===== config.mk =====
export PLATFORM = sky130hd
export DESIGN_NAME = priority_round_robin_scheduler_core
export DESIGN_NICKNAME = d
export VERILOG_FILES = /design/src/rtl/core/prrs_pkg.sv /design/src/rtl/core/priority_round_robin_scheduler_core.sv
export SDC_FILE = /design/constraint.sdc
export NUM_CORES = 1
export LEC_CHECK = 0
export BUFFER_PORTS_ARGS = -buffer_cell sky130_fd_sc_hd__buf_2
export CAP_MARGIN = 15
export CORE_UTILIZATION = 44
export DETAILED_ROUTE_END_ITERATION = 10
export PLACE_DENSITY_LB_ADDON = 0.05
export SLEW_MARGIN = 20
export SYNTH_ARGS = -nofsm -noshare
export SYNTH_HDL_FRONTEND = slang
export SYNTH_SLANG_ARGS = --single-unit

===== constraint.sdc =====
create_clock -name i_clk -period 10.5 [get_ports i_clk]
set_input_delay 1.575 -clock i_clk [delete_from_list [all_inputs] [get_ports i_clk]]
set_output_delay 1.575 -clock i_clk [all_outputs]
set_load 0.005 [all_outputs]

===== src/rtl/core/prrs_pkg.sv =====
`timescale 1ns / 1ps

package prrs_pkg;

    // table depth and derived widths
    localparam int MAX_TASKS = 16;
    localparam int IDX_W     = (MAX_TASKS > 1) ? $clog2(MAX_TASKS) : 1;
    localparam int CNT_W     = $clog2(MAX_TASKS + 1);

    localparam int ID_W    = 8;
    localparam int PRIO_W  = 4;
    localparam int BURST_W = 16;
    localparam int QUANT_W = 8;

    localparam logic [QUANT_W-1:0] QUANTUM_RESET = 8'd10;

    typedef logic [IDX_W-1:0]     t_idx;
    typedef logic [CNT_W-1:0]     t_cnt;
    typedef logic [MAX_TASKS-1:0] t_mask;

    // sequencer codes
    localparam logic [2:0] ST_IDLE   = 3'd0;
    localparam logic [2:0] ST_SCAN   = 3'd1;
    localparam logic [2:0] ST_DECIDE = 3'd2;
    localparam logic [2:0] ST_SEEK   = 3'd3;
    localparam logic [2:0] ST_SERVE  = 3'd4;

    // input opcodes
    localparam logic OP_ADD   = 1'b0;
    localparam logic OP_SLICE = 1'b1;

    // circular successor of a table slot
    function automatic t_idx next_idx(input t_idx i);
        if (i == t_idx'(MAX_TASKS - 1)) begin
            return '0;
        end else begin
            return i + t_idx'(1);
        end
    endfunction

endpackage


===== src/rtl/core/priority_round_robin_scheduler_core.sv =====
`timescale 1ns / 1ps

// Priority scheduler with round robin among tasks of equal top priority.
// Command channel: present i_opcode and task fields with start high; the
// beat is taken at the edge where start is high and busy is low.
//   Add (opcode 0): stored, no result. Ignored once a task has finished or a
//   round robin group is active. A full table gives a result with
//   o_add_rejected set on the next cycle.
//   Slice request (opcode 1): one result beat, marked by o_strobe for one
//   cycle. A fresh selection scans the table through one priority
//   comparator, one slot per cycle; when nothing is left the beat reports
//   all done, and when a group forms a round robin search follows, one
//   slot a cycle. Later slices of a running group take only the search and
//   the serve step. Tables sit in small RAMs with registered reads; the
//   serve step reuses one compare/subtract.
// busy stays high from a slice request until its result beat.
// Quantum is written through i_quantum_we/i_quantum while idle; the user
// must keep to this, the block does not enforce it. 0 acts as 1.
// Reset (synchronous, active low) empties the table, clears the done mask
// and group state and sets the quantum to 10. Table contents are not cleared.
// The receiver cannot stall: each result is valid for its strobe cycle only.
module priority_round_robin_scheduler_core (
    input  logic                          i_clk,
    input  logic                          i_rst_n,
    input  logic                          start,
    output logic                          busy,
    input  logic                          i_opcode,
    input  logic [prrs_pkg::ID_W-1:0]     i_task_id,
    input  logic [prrs_pkg::PRIO_W-1:0]   i_task_priority,
    input  logic [prrs_pkg::BURST_W-1:0]  i_task_burst,
    input  logic                          i_quantum_we,
    input  logic [prrs_pkg::QUANT_W-1:0]  i_quantum,
    output logic                          o_strobe,
    output logic [prrs_pkg::ID_W-1:0]     o_slice_task,
    output logic [prrs_pkg::BURST_W-1:0]  o_slice_length,
    output logic                          o_task_finished,
    output logic                          o_all_done,
    output logic                          o_add_rejected
);

    // ---------------------------------------------------------------
    // table RAMs
    // ---------------------------------------------------------------
    logic [prrs_pkg::PRIO_W-1:0]  prio_mem  [prrs_pkg::MAX_TASKS];
    logic [prrs_pkg::BURST_W-1:0] burst_mem [prrs_pkg::MAX_TASKS];
    logic [prrs_pkg::ID_W-1:0]    id_mem    [prrs_pkg::MAX_TASKS];

    logic [prrs_pkg::PRIO_W-1:0]  r_prio_q;
    logic [prrs_pkg::BURST_W-1:0] r_burst_q;
    logic [prrs_pkg::ID_W-1:0]    r_id_q;

    prrs_pkg::t_idx               rd_addr;
    logic                         tab_we;
    logic                         burst_we;
    prrs_pkg::t_idx               burst_waddr;
    logic [prrs_pkg::BURST_W-1:0] burst_wdata;

    // ---------------------------------------------------------------
    // control and scheduling state
    // ---------------------------------------------------------------
    logic [2:0]                   r_state, n_state;
    prrs_pkg::t_cnt               r_count, n_count;
    prrs_pkg::t_mask              r_done_mask, n_done_mask;
    prrs_pkg::t_mask              r_gmask, n_gmask;
    logic                         r_group_active, n_group_active;
    prrs_pkg::t_idx               r_rr, n_rr;
    logic [prrs_pkg::QUANT_W-1:0] r_quantum, n_quantum;

    // scan pipeline: read issued at r_ptr, compared in the next cycle at r_pidx
    prrs_pkg::t_cnt               r_ptr, n_ptr;
    logic                         r_pv, n_pv;
    prrs_pkg::t_idx               r_pidx, n_pidx;
    logic                         r_found, n_found;
    logic                         r_multi, n_multi;
    logic [prrs_pkg::PRIO_W-1:0]  r_best, n_best;
    prrs_pkg::t_idx               r_first, n_first;

    // round robin search and served slot
    prrs_pkg::t_idx               r_k, n_k;
    prrs_pkg::t_idx               r_sel, n_sel;
    logic                         r_is_group, n_is_group;

    // result beat
    logic                         r_strobe, n_strobe;
    logic [prrs_pkg::ID_W-1:0]    r_slice_task, n_slice_task;
    logic [prrs_pkg::BURST_W-1:0] r_slice_length, n_slice_length;
    logic                         r_task_finished, n_task_finished;
    logic                         r_all_done, n_all_done;
    logic                         r_add_rejected, n_add_rejected;

    logic [prrs_pkg::BURST_W-1:0] lim;
    logic [prrs_pkg::QUANT_W-1:0] q_eff;
    prrs_pkg::t_mask              gmask_after;

    assign busy = (r_state != prrs_pkg::ST_IDLE);

    always_ff @(posedge i_clk) begin
        if (tab_we) begin
            prio_mem[r_count[prrs_pkg::IDX_W-1:0]] <= i_task_priority;
            id_mem[r_count[prrs_pkg::IDX_W-1:0]]   <= i_task_id;
        end
        if (burst_we) begin
            burst_mem[burst_waddr] <= burst_wdata;
        end
        r_prio_q  <= prio_mem[rd_addr];
        r_burst_q <= burst_mem[rd_addr];
        r_id_q    <= id_mem[rd_addr];
    end

    always_comb begin
        n_state         = r_state;
        n_count         = r_count;
        n_done_mask     = r_done_mask;
        n_gmask         = r_gmask;
        n_group_active  = r_group_active;
        n_rr            = r_rr;
        n_quantum       = r_quantum;
        n_ptr           = r_ptr;
        n_pv            = r_pv;
        n_pidx          = r_pidx;
        n_found         = r_found;
        n_multi         = r_multi;
        n_best          = r_best;
        n_first         = r_first;
        n_k             = r_k;
        n_sel           = r_sel;
        n_is_group      = r_is_group;
        n_strobe        = 1'b0;
        n_slice_task    = r_slice_task;
        n_slice_length  = r_slice_length;
        n_task_finished = r_task_finished;
        n_all_done      = r_all_done;
        n_add_rejected  = r_add_rejected;

        rd_addr     = r_sel;
        tab_we      = 1'b0;
        burst_we    = 1'b0;
        burst_waddr = r_sel;
        burst_wdata = '0;
        gmask_after = r_gmask;

        q_eff = (r_quantum == '0) ? prrs_pkg::QUANT_W'(1) : r_quantum;
        lim   = r_is_group ? {{(prrs_pkg::BURST_W - prrs_pkg::QUANT_W){1'b0}}, q_eff}
                           : {prrs_pkg::BURST_W{1'b1}};

        if (i_quantum_we) begin
            n_quantum = i_quantum;
        end

        case (r_state)
            prrs_pkg::ST_IDLE: begin
                if (start) begin
                    if (i_opcode == prrs_pkg::OP_ADD) begin
                        if (r_done_mask == '0 && !r_group_active) begin
                            if (r_count >= prrs_pkg::CNT_W'(prrs_pkg::MAX_TASKS)) begin
                                n_strobe        = 1'b1;
                                n_slice_task    = '0;
                                n_slice_length  = '0;
                                n_task_finished = 1'b0;
                                n_all_done      = 1'b0;
                                n_add_rejected  = 1'b1;
                            end else begin
                                tab_we      = 1'b1;
                                burst_we    = 1'b1;
                                burst_waddr = r_count[prrs_pkg::IDX_W-1:0];
                                burst_wdata = i_task_burst;
                                n_count     = r_count + prrs_pkg::CNT_W'(1);
                            end
                        end
                    end else if (r_group_active && r_gmask != '0) begin
                        n_k     = r_rr;
                        n_state = prrs_pkg::ST_SEEK;
                    end else begin
                        n_group_active = 1'b0;
                        n_ptr          = '0;
                        n_pv           = 1'b0;
                        n_found        = 1'b0;
                        n_multi        = 1'b0;
                        n_gmask        = '0;
                        n_state        = prrs_pkg::ST_SCAN;
                    end
                end
            end

            prrs_pkg::ST_SCAN: begin
                rd_addr = r_ptr[prrs_pkg::IDX_W-1:0];
                if (r_pv && !r_done_mask[r_pidx]) begin
                    if (!r_found || r_prio_q > r_best) begin
                        n_best  = r_prio_q;
                        n_found = 1'b1;
                        n_first = r_pidx;
                        n_multi = 1'b0;
                        n_gmask = prrs_pkg::t_mask'(1) << r_pidx;
                    end else if (r_prio_q == r_best) begin
                        n_multi = 1'b1;
                        n_gmask = r_gmask | (prrs_pkg::t_mask'(1) << r_pidx);
                    end
                end
                if (r_ptr < r_count) begin
                    n_pv   = 1'b1;
                    n_pidx = r_ptr[prrs_pkg::IDX_W-1:0];
                    n_ptr  = r_ptr + prrs_pkg::CNT_W'(1);
                end else begin
                    n_pv    = 1'b0;
                    n_state = prrs_pkg::ST_DECIDE;
                end
            end

            prrs_pkg::ST_DECIDE: begin
                rd_addr = r_first;
                if (!r_found) begin
                    n_strobe        = 1'b1;
                    n_slice_task    = '0;
                    n_slice_length  = '0;
                    n_task_finished = 1'b0;
                    n_all_done      = 1'b1;
                    n_add_rejected  = 1'b0;
                    n_state         = prrs_pkg::ST_IDLE;
                end else if (!r_multi) begin
                    n_sel      = r_first;
                    n_is_group = 1'b0;
                    n_state    = prrs_pkg::ST_SERVE;
                end else begin
                    n_group_active = 1'b1;
                    n_rr           = '0;
                    n_k            = '0;
                    n_state        = prrs_pkg::ST_SEEK;
                end
            end

            prrs_pkg::ST_SEEK: begin
                rd_addr = r_k;
                if (r_gmask[r_k]) begin
                    n_sel      = r_k;
                    n_is_group = 1'b1;
                    n_state    = prrs_pkg::ST_SERVE;
                end else begin
                    n_k = prrs_pkg::next_idx(r_k);
                end
            end

            prrs_pkg::ST_SERVE: begin
                burst_we     = 1'b1;
                burst_waddr  = r_sel;
                n_strobe     = 1'b1;
                n_slice_task = r_id_q;
                n_all_done   = 1'b0;
                n_add_rejected = 1'b0;
                if (r_burst_q <= lim) begin
                    n_slice_length  = r_burst_q;
                    n_task_finished = 1'b1;
                    burst_wdata     = '0;
                    n_done_mask     = r_done_mask | (prrs_pkg::t_mask'(1) << r_sel);
                    gmask_after     = r_gmask & ~(prrs_pkg::t_mask'(1) << r_sel);
                end else begin
                    n_slice_length  = lim;
                    n_task_finished = 1'b0;
                    burst_wdata     = r_burst_q - lim;
                end
                if (r_is_group) begin
                    n_gmask = gmask_after;
                    n_rr    = prrs_pkg::next_idx(r_sel);
                    if (gmask_after == '0) begin
                        n_group_active = 1'b0;
                    end
                end else begin
                    n_gmask = '0;
                end
                n_state = prrs_pkg::ST_IDLE;
            end

            default: begin
                n_state = prrs_pkg::ST_IDLE;
            end
        endcase
    end

    always_ff @(posedge i_clk) begin
        if (!i_rst_n) begin
            r_state        <= prrs_pkg::ST_IDLE;
            r_count        <= '0;
            r_done_mask    <= '0;
            r_gmask        <= '0;
            r_group_active <= 1'b0;
            r_rr           <= '0;
            r_quantum      <= prrs_pkg::QUANTUM_RESET;
            r_ptr          <= '0;
            r_pv           <= 1'b0;
            r_found        <= 1'b0;
            r_multi        <= 1'b0;
            r_is_group     <= 1'b0;
            r_strobe       <= 1'b0;
        end else begin
            r_state        <= n_state;
            r_count        <= n_count;
            r_done_mask    <= n_done_mask;
            r_gmask        <= n_gmask;
            r_group_active <= n_group_active;
            r_rr           <= n_rr;
            r_quantum      <= n_quantum;
            r_ptr          <= n_ptr;
            r_pv           <= n_pv;
            r_found        <= n_found;
            r_multi        <= n_multi;
            r_is_group     <= n_is_group;
            r_strobe       <= n_strobe;
        end
    end

    // payload, no reset
    always_ff @(posedge i_clk) begin
        r_pidx          <= n_pidx;
        r_best          <= n_best;
        r_first         <= n_first;
        r_k             <= n_k;
        r_sel           <= n_sel;
        r_slice_task    <= n_slice_task;
        r_slice_length  <= n_slice_length;
        r_task_finished <= n_task_finished;
        r_all_done      <= n_all_done;
        r_add_rejected  <= n_add_rejected;
    end

    assign o_strobe        = r_strobe;
    assign o_slice_task    = r_slice_task;
    assign o_slice_length  = r_slice_length;
    assign o_task_finished = r_task_finished;
    assign o_all_done      = r_all_done;
    assign o_add_rejected  = r_add_rejected;

    // ---------------------------------------------------------------
    // checks
    // ---------------------------------------------------------------
    // a live group always has members, none of them finished
    a_group_live: assert property (@(posedge i_clk) disable iff (!i_rst_n)
        r_group_active |-> (r_gmask != '0) && ((r_gmask & r_done_mask) == '0))
        else $error("group state inconsistent");

    // a result beat carries at most one of the three flags
    a_flags: assert property (@(posedge i_clk) disable iff (!i_rst_n)
        o_strobe |-> $onehot0({o_task_finished, o_all_done, o_add_rejected}))
        else $error("result flags collide");

    // every slice request ends in exactly the beat that drops busy
    a_busy_end: assert property (@(posedge i_clk) disable iff (!i_rst_n)
        ($fell(busy) && $past(i_rst_n)) |-> o_strobe)
        else $error("request finished without a result beat");

endmodule

Yosys cells after proc, flatten, opt, wreduce, memory -nomap -nowiden. Memory sizes are Yosys's and may differ from the RTL's. A register that Yosys moved wholly into a read port is not among the register bits. Cells that the tools add are included.

Multiplexer cells: 120. Add/subtract/negate cells: 5. Order comparisons: 6. Bitwise operators: 6. Eq/ne operators: 27. Shift-type cells: 2. Reductions and logical operators: 34.

Operators by type and width (number): 16-bit two-way mux (21); 16-bit one-hot mux with 3 select lines (2); 4-bit two-way mux (17); 8-bit two-way mux (6); 1-bit two-way mux (43); 2-bit != test (second input constant) (19); 16-bit logical NOT (2); 16-bit OR (2); 16-bit one-hot mux with 2 select lines (1); 1-bit by 4-bit left shift with 16-bit output (first input constant) (2); 4-bit one-hot mux with 3 select lines (2); 8-bit one-hot mux with 3 select lines (1); 6-bit AND reduction (4); 5-bit two-way mux (4); 3-bit two-way mux (6); 16-bit bitwise AND (1); 16-bit less-or-equal comparator (1); 16-bit inverter (1); 4-bit one-hot mux with 2 select lines (2); 4-bit AND reduction (4); 16-bit nonzero test (1); 16-bit subtractor (1); 1-bit one-hot mux with 3 select lines (5); 3-bit one-hot mux with 4 select lines (1); 29 further kinds (51).

Logic and storage cells: 226. Input port bits: 41. Output and inout port bits: 29. Flip-flop bits (word level): 110. Bits in writable memories: 448. Memories kept: 3.

Memories: burst_mem (depth 16, width 16, read ports 1, clocked after Yosys merged registers in 1, wr ports 1, RTL line priority_round_robin_scheduler_core.sv:45) `logic [prrs_pkg::BURST_W-1:0] burst_mem [prrs_pkg::MAX_TASKS];`; id_mem (depth 16, width 8, read ports 1, clocked after Yosys merged registers in 1, wr ports 1, RTL line priority_round_robin_scheduler_core.sv:46) `logic [prrs_pkg::ID_W-1:0] id_mem [prrs_pkg::MAX_TASKS];`; prio_mem (depth 16, width 4, read ports 1, clocked after Yosys merged registers in 1, wr ports 1, RTL line priority_round_robin_scheduler_core.sv:44) `logic [prrs_pkg::PRIO_W-1:0] prio_mem [prrs_pkg::MAX_TASKS];`.

Longest topological paths before layout. Gate-level depths: netlist of run 1.

Word-level depth: 10. Mapped depth: 15. Depth with buffers taken out: 14.

Worst setup path before layout of run 1. No wires, ideal clock.

Path kind: input -> register. From: input port i_opcode. To: memory id_mem[1][0] (netlist name), enable pin. Data required time: 10104 ps. Setup time: 396 ps. Buffers on the path: 1. Stages: 6. Setup slack: 6343 ps. Arrival: 3761 ps. Path through: or3_1 -> or3_1 -> nor3_2 -> buf_2 -> nand2_1 -> nor3_1.

Word-level cells in the longest chain between the ends: 5.

RTL lines: start: declaration (RTL line priority_round_robin_scheduler_core.sv:27) `input logic i_opcode,`; 1-bit two-way mux (RTL line priority_round_robin_scheduler_core.sv:153) `if (i_opcode == prrs_pkg::OP_ADD) begin`; 1-bit two-way mux (RTL line priority_round_robin_scheduler_core.sv:152) `if (start) begin`; 1-bit two-way mux (RTL line priority_round_robin_scheduler_core.sv:150) `case (r_state)`; 1-bit two-way mux (RTL line priority_round_robin_scheduler_core.sv:98) `if (tab_we) begin`; 1-bit two-way mux (not written as such) (RTL line priority_round_robin_scheduler_core.sv:100) `id_mem[r_count[prrs_pkg::IDX_W-1:0]] <= i_task_id;`; end: declaration (RTL line priority_round_robin_scheduler_core.sv:46).

Every way passes these cells.

Worst setup path in the final report of run 1.
From: input port i_opcode. To: memory burst_mem[6][11] (netlist name), enable pin.

Word-level cells in the longest chain between the ends: 5. Elaborated cells on any way between the ends: 8. Those cells by class: mux (8).

RTL lines: 1-bit two-way mux (RTL line priority_round_robin_scheduler_core.sv:153); 1-bit two-way mux (RTL line priority_round_robin_scheduler_core.sv:152); 1-bit one-hot mux with 2 select lines (RTL line priority_round_robin_scheduler_core.sv:150); 1-bit two-way mux (RTL line priority_round_robin_scheduler_core.sv:102) `if (burst_we) begin`; 1-bit two-way mux (not written as such) (RTL line priority_round_robin_scheduler_core.sv:103) `burst_mem[burst_waddr] <= burst_wdata;`; end: declaration (RTL line priority_round_robin_scheduler_core.sv:45).

Parallel ways exist; a longest one is shown, timed or not.

==> qor.yml, run 1 <==
placed_design:
  routabilityCongestion: 0.919
  place_inst: 2279
  numPortBuffers: 69
  placed_cell_area_mm2: 0.0256
  hpwl_um: 37600
  place_worst_setup_slack_ns: 5.74
floorplan:
  num_io_pins: 70
  std_cell_rows: 86
  coreArea_mm2: 0.0550
  die_h_um: 238
  start_util_pct: 44.5
  die_w_um: 238
  die_area_mm2: 0.0565
synth:
  synth_area_mm2: 0.0244
  synth_ff_type: "edfxtp_1"
  yosysTopAreaCell: "edfxtp_1"
  ys_warn_count: 0
  avgSynthCellArea_um2: 16.1
  syn_nets: 1592
  synth_seq_cells: 586
  synth.yosys.seq_area_share_pct: 68.3
  yosys-top-cells-count: "495 x edfxtp_1, 120 x mux4_2, 99 x nor2_1"
  ys_async_sr_fraction_pct: 0
  syn-instance-count: 1514
  synth.distinct_cells: 74
  yosysMostFrequentCell: "edfxtp_1"
  synth_top_area_share_pct: 60.8
  synth_edf_count: 495
  synth_area_leaders: "edfxtp_1 61%, mux4_2 11%, dfxtp_1 7.5%, ha_1 1.8%, mux2i_1 1.7%"
setup_path:
  crit_path_end: "burst_mem[6][11]"
  rrSetupSlack_ns: 6.62
  end_kind: "flip-flop"
  cp.required_ns: 10.69
  rr_worst_depth: 7
  crit_path_start_kind: "input pin"
  reg2reg_to: "r_burst_q[6]"
  crit_path_max_fanout: 34
  crit_arrival_ns: 4.35
  critPathKind: "input pin to flip-flop"
  critPathLaunch: "i_opcode"
  r2r_start: "r_state[2]"
clocking:
  cts_tree: "built"
  ctsHoldBuffers: 0
  clk_pin_slew_worst_paths_ns: 0.06
  clockBufferDepth: 3
  cts_made_buffers: 66
  cts_sinks: 586
  h-tree-depth: 3
  clock_latency_ns: 0.59
  root_buffer: "clkbuf_16"
  postCtsSetupBuffers: 0
  cts_resized: 0
drt:
  viasPerCell: 5.68
  wl_per_cell_um: 24.8
  firstDrtPassIters: 5
  dr_total_vias: 13600
  drt_wl_total_um: 59400
  ant_nets: 0
  drc: 0
  drtIter0Drc: 943
power_and_ir_drop:
  p_per_area_mw_per_mm2: 191
  totalPowerFinal_mw: 5.29
  power.leakage_nw: 9.24
  ir_drop_mv: 0.0959
timing:
  fin_tns_setup_ns: 0
  slew_violations: 0
  setup_viol_count_final: 0
  fin_crit_ns: 4.16
  max_freq_mhz: 240
  hold_violations: 0
  whs_ns: 0.438
  tightest_slew_ns: 1.10
  finClkSkew_ns: 0.0217
  finalWorstSetupSlack_ns: 6.34
  finalCritPeriodShare_pct: 39.6
  maxSlewHeadroom_pct: 26.5
  rsz0062_at_grt: "false"
grt:
  grt_usage_pct: 21.4
  grt_pass1_vias: 13800
  grt_start_max_net_pins: 113
  overflow: 0
  grt_pass1_wl_um: 89100
  antenna_found_initial: 0
final_layout:
  diodes: 0
  nets: 1677
  syn2layout_area_growth_pct: 13.4
  utilization_pct: 50.4
  final_cells: 2394
  drive_gt1_share_pct: 22.1
  stdcell_area_mm2: 0.0277
job:
  cap_violations: 0
hold_path:
  hp-start: "r_prio_q[2]"
  hp-class: "flip-flop to flip-flop"
outcome:
  outcome: "finished clean"
-- critical path, cell delays in order --
cell,delay [ns]
buf_2,0.11
or3_1,0.32
or3_1,0.42
nor3_4,0.12
buf_4,0.41
a32oi_1,0.41
nor2_2,0.95
-- where the power goes --
| part | leakage (nW) | switching [mW] | internal [mW] |
|---|---|---|---|
| clock network | 0.991 | 0.903 | 1.31 |
| registers | 5.29 | 0.0381 | 2.56 |
| logic | 2.96 | 0.280 | 0.197 |
-- flip-flops by register name, summed over array words and instances (netlist names), 8 cells and up --
name / count
r_gmask: 16
burst_mem: 256
r_id_q: 8
id_mem: 128
o_slice_length: 16
r_burst_q: 16
o_slice_task: 8
prio_mem: 64
r_quantum: 8
r_done_mask: 16
-- metal layers --
layer / global-route usage [%] / vias to the layer above / routed length (µm)
met5: 0 / - / 0
met4: 6.80 / 0 / 1280
met3: 3.43 / 86 / 3090
met2: 32.6 / 357 / 27200
met1: 31.5 / 6962 / 27800
li1: - / 6185 / -
-- cells in the final DEF, fill, tap and decap left out, types with 36 or more instances in the layout --
master     instances
edfxtp_1         495
mux4_2           120
dfxtp_1           91
nand2_1           83
a21oi_1           77
nor2_1            71
buf_2             69
clkbuf_16         67
mux2i_1           42
a211oi_1          41
nor2b_1           40
ha_1              36
-- worst min-delay path by stage --
stage	endpoint	cells after the start	slack, ns
after detailed placement	r_best[2]	0	0.43
after floorplan	r_best[0]	0	0.41
after global routing	r_best[2]	0	0.46
after CTS	r_best[2]	0	0.44
final	r_best[2]	0	0.44
after global placement	r_best[0]	0	0.43
-- cells by family after synthesis --
| family | Yosys count | share of synthesized area, % |
|---|---|---|
| buffers and inverters | 108 | 2.26 |
| AND/OR/NAND/NOR | 333 | 6.53 |
| adder cells (fa/ha/maj) | 37 | 1.92 |
| flip-flops | 586 | 68.3 |
| multiplexers | 167 | 13.1 |
| AO/OA/AOI/OAI | 266 | 7.34 |
| XOR/XNOR | 17 | 0.609 |
-- cell type report --
type / count / area [µm²]
Sequential cell: 586 / 16700
Fill cell: 4587 / 27300
Multi-Input combinational cell: 820 / 7350
Inverter: 26 / 97.6
Clock buffer: 89 / 1780
Clock inverter: 26 / 265
Tap cell: 748 / 936
Timing Repair Buffer: 99 / 596
Note: power is estimated with default switching activity, not from simulation.
==> inputs of run 2 (changes only) <==
--- a/config.mk
+++ b/config.mk
@@ -5,6 +5,7 @@
 export SDC_FILE = /design/constraint.sdc
 export NUM_CORES = 1
 export LEC_CHECK = 0
+export ABC_AREA = 1
 export BUFFER_PORTS_ARGS = -buffer_cell sky130_fd_sc_hd__buf_2
 export CAP_MARGIN = 15
 export CORE_UTILIZATION = 44
==> constraint.sdc (replaced) <==
create_clock -name i_clk -period 4.1 [get_ports i_clk]
set_input_delay 0.615 -clock i_clk [delete_from_list [all_inputs] [get_ports i_clk]]
set_output_delay 0.615 -clock i_clk [all_outputs]
set_load 0.005 [all_outputs]
==> run 2 against run 1 <==
- global-route usage is 1.8 points higher
- combinational power grew to 3.8 times the previous value
- sequential share of layout area is 4.1 points lower
- synthesized area is 6.1% higher
- clock-buffer cell count is 1 higher
- critical endpoint is now burst_mem[3][10]
- largest power group unchanged
==> qor.yml, run 2 <==
outcome:
  outcome: "finished clean"
grt:
  antenna_found_initial: 0
  overflow: 0
  grt_usage_pct: 23.2
  grt_pass1_wl_um: 104000
  grt_pass1_vias: 17100
  grt_start_max_net_pins: 116
placed_design:
  place_inst: 3234
  routabilityCongestion: 0.914
  hpwl_um: 43900
  place_worst_setup_slack_ns: 0.200
  numPortBuffers: 69
timing:
  hold_violations: 0
  setup_viol_count_final: 0
  tightest_slew_ns: 0.904
  fin_tns_setup_ns: 0
  finalCritPeriodShare_pct: 94.3
  rsz0062_at_grt: "false"
  slew_violations: 0
  max_freq_mhz: 259
  finClkSkew_ns: 0.0309
  finalWorstSetupSlack_ns: 0.235
  fin_crit_ns: 3.86
  maxSlewHeadroom_pct: 39.7
setup_path:
  cp.required_ns: 4.43
  path_cells: "or4_1 -> nor4_1 -> nor3_1 -> inv_1 -> ha_1 -> inv_1 -> fa_1 -> nand2_1 -> nand2_1 -> nand3_1 -> nand2_2 -> nand2_2 -> nand2_4 -> nand2_4 -> nor2_4 -> inv_1 -> buf_4 -> o21ai_0 -> buf_4"
  path_delay_family: "simple AND/OR/NAND/NOR gates"
  cp_slowest_stage_delay_ns: 0.53
  r2r_start: "r_quantum[7]"
  critPathSlowestCell: "or4_1"
  path_buf_inv: 5
  crit_path_start_kind: "flip-flop"
  crit_arrival_ns: 4.20
  critPathKind: "flip-flop to flip-flop"
  end_kind: "flip-flop"
  crit_path_max_fanout: 16
  cpMostUsedCell: "inv_1"
  critPathLaunch: "r_quantum[7]"
final_layout:
  top_register: "burst_mem"
  syn2layout_area_growth_pct: 14.6
  final_common_cell: "edfxtp_1"
  utilization_pct: 51.3
  drive_gt1_share_pct: 12.6
  diodes: 0
  largest_reg_flops: 256
  final_cells: 3356
  most-common-layout-cells: "495 x edfxtp_1, 486 x nand2_1, 343 x inv_1, 229 x o211ai_1, 109 x nor2_1"
  fillers: 5257
  nets: 2616
synth:
  synth.distinct_cells: 51
  synth-compound-area-share_pct: 13.1
  synthMuxAreaShare_pct: 0
  yosys-top-cells-count: "495 x edfxtp_1, 487 x nand2_1, 343 x inv_1"
  synth_ff_type: "edfxtp_1"
  synth.yosys.seq_area_share_pct: 64.3
  ys_warn_count: 0
  synth_area_leaders: "edfxtp_1 57%, nand2_1 7.0%, dfxtp_1 7.0%, o211ai_1 6.6%, inv_1 5.0%"
  synth_adder_area_share_pct: 1.81
  syn_nets: 2511
  ys_async_sr_fraction_pct: 0
  synth_xor_area_share_pct: 0.405
  synth_area_mm2: 0.0259
  yosysTopAreaCell: "edfxtp_1"
  syn-instance-count: 2433
  synth_seq_cells: 586
  yosysMostFrequentCell: "edfxtp_1"
  synthSimpleGateAreaFrac_pct: 12.8
  synth_edf_count: 495
  synth_top_area_share_pct: 57.3
  synth_top_family_by_area: "compound AO/OA/AOI/OAI gates"
  avgSynthCellArea_um2: 10.7
power_and_ir_drop:
  ir_drop_mv: 0.328
  totalPowerFinal_mw: 14.7
  power.leakage_nw: 11.4
  p_per_area_mw_per_mm2: 495
floorplan:
  coreArea_mm2: 0.0580
  die_h_um: 245
  die_area_mm2: 0.0599
  std_cell_rows: 88
  num_io_pins: 70
  start_util_pct: 44.7
  die_w_um: 245
clocking:
  ctsHoldBuffers: 0
  cts_resized: 0
  h-tree-depth: 3
  clock_latency_ns: 0.61
  cts_sinks: 586
  cts_made_buffers: 67
  cts_tree: "built"
  clockBufferDepth: 3
  clk_pin_slew_worst_paths_ns: 0.06
  root_buffer: "clkbuf_16"
  postCtsSetupBuffers: 0
hold_path:
  hp-class: "input pin to flip-flop"
  hp-start: "i_quantum[0]"
drt:
  ant_nets: 0
  viasPerCell: 5.30
  wl_per_cell_um: 20.4
  drtIter0Drc: 1352
  drc: 0
  drt_wl_total_um: 68400
  dr_total_vias: 17800
  firstDrtPassIters: 5
job:
  cap_violations: 0
-- run 2: cell count changes in the layout (fill, tap and decap cells not counted), sizes merged, moves of 55 or more --
cell,change
o211ai,+226
inv,+332
mux4,-121
o21ai,+148
nand2,+411
nand3,+83
buf,+55
-- run 2: logic make-up after synthesis --
logic type	Yosys count
compound gates	533
xor+xnor	12
fa+ha+maj	37
buf+inv	480
flops	586
simple gates	785
-- run 2: final timing paths --
kind / to / slack, ns / cells after the start
hold reg to reg: r_best[0] / 0.43 / 0
hold / removal: r_quantum[0] / 0.27 / 3
setup reg to reg: burst_mem[3][10] / 0.24 / 19
setup / recovery: burst_mem[3][10] / 0.24 / 19
-- run 2: cell type report --
class / instances / area, µm² / share of cell area, %
clock buffers: 90 / 1840 / 6.17
clock inverters: 32 / 415 / 1.40
inverters: 362 / 1360 / 4.57
multi-input cells: 1367 / 7370 / 24.8
flip-flops and latches: 586 / 16700 / 56.1
well taps: 765 / 957 / 3.22
repair buffers: 154 / 1120 / 3.77
-- run 2: metal layers --
metal  up-vias  share of wire (%)  global-route usage [%]
met5         -                  0                       0
met4         0                2.2                    7.33
met3        97                5.2                    3.53
met2       436                 46                    36.8
met1      8573                 47                    32.6
li1       8680                  -                       -
-- run 2: through the flow --
step / area (µm²) / hold slack (ns)
floorplan: 25900 / 0.408
finish: 29700 / 0.270
detailed placement: 27500 / 0.435
global placement: 27500 / 0.423
CTS: 29700 / 0.235
global route: 29700 / 0.261
-- run 2: power breakdown --
| group | internal (mW) | leakage (nW) | switching, mW |
|---|---|---|---|
| Combinational | 0.564 | 5.19 | 1.26 |
| Clock | 3.73 | 1.10 | 2.41 |
| Sequential | 6.64 | 5.14 | 0.134 |
| Total | 10.9 | 11.4 | 3.80 |
-- run 2: worst min-delay path, stage by stage --
cell and delay, ns:
buf_2 0.08, nor2_1 0.04, nor2_1 0.08
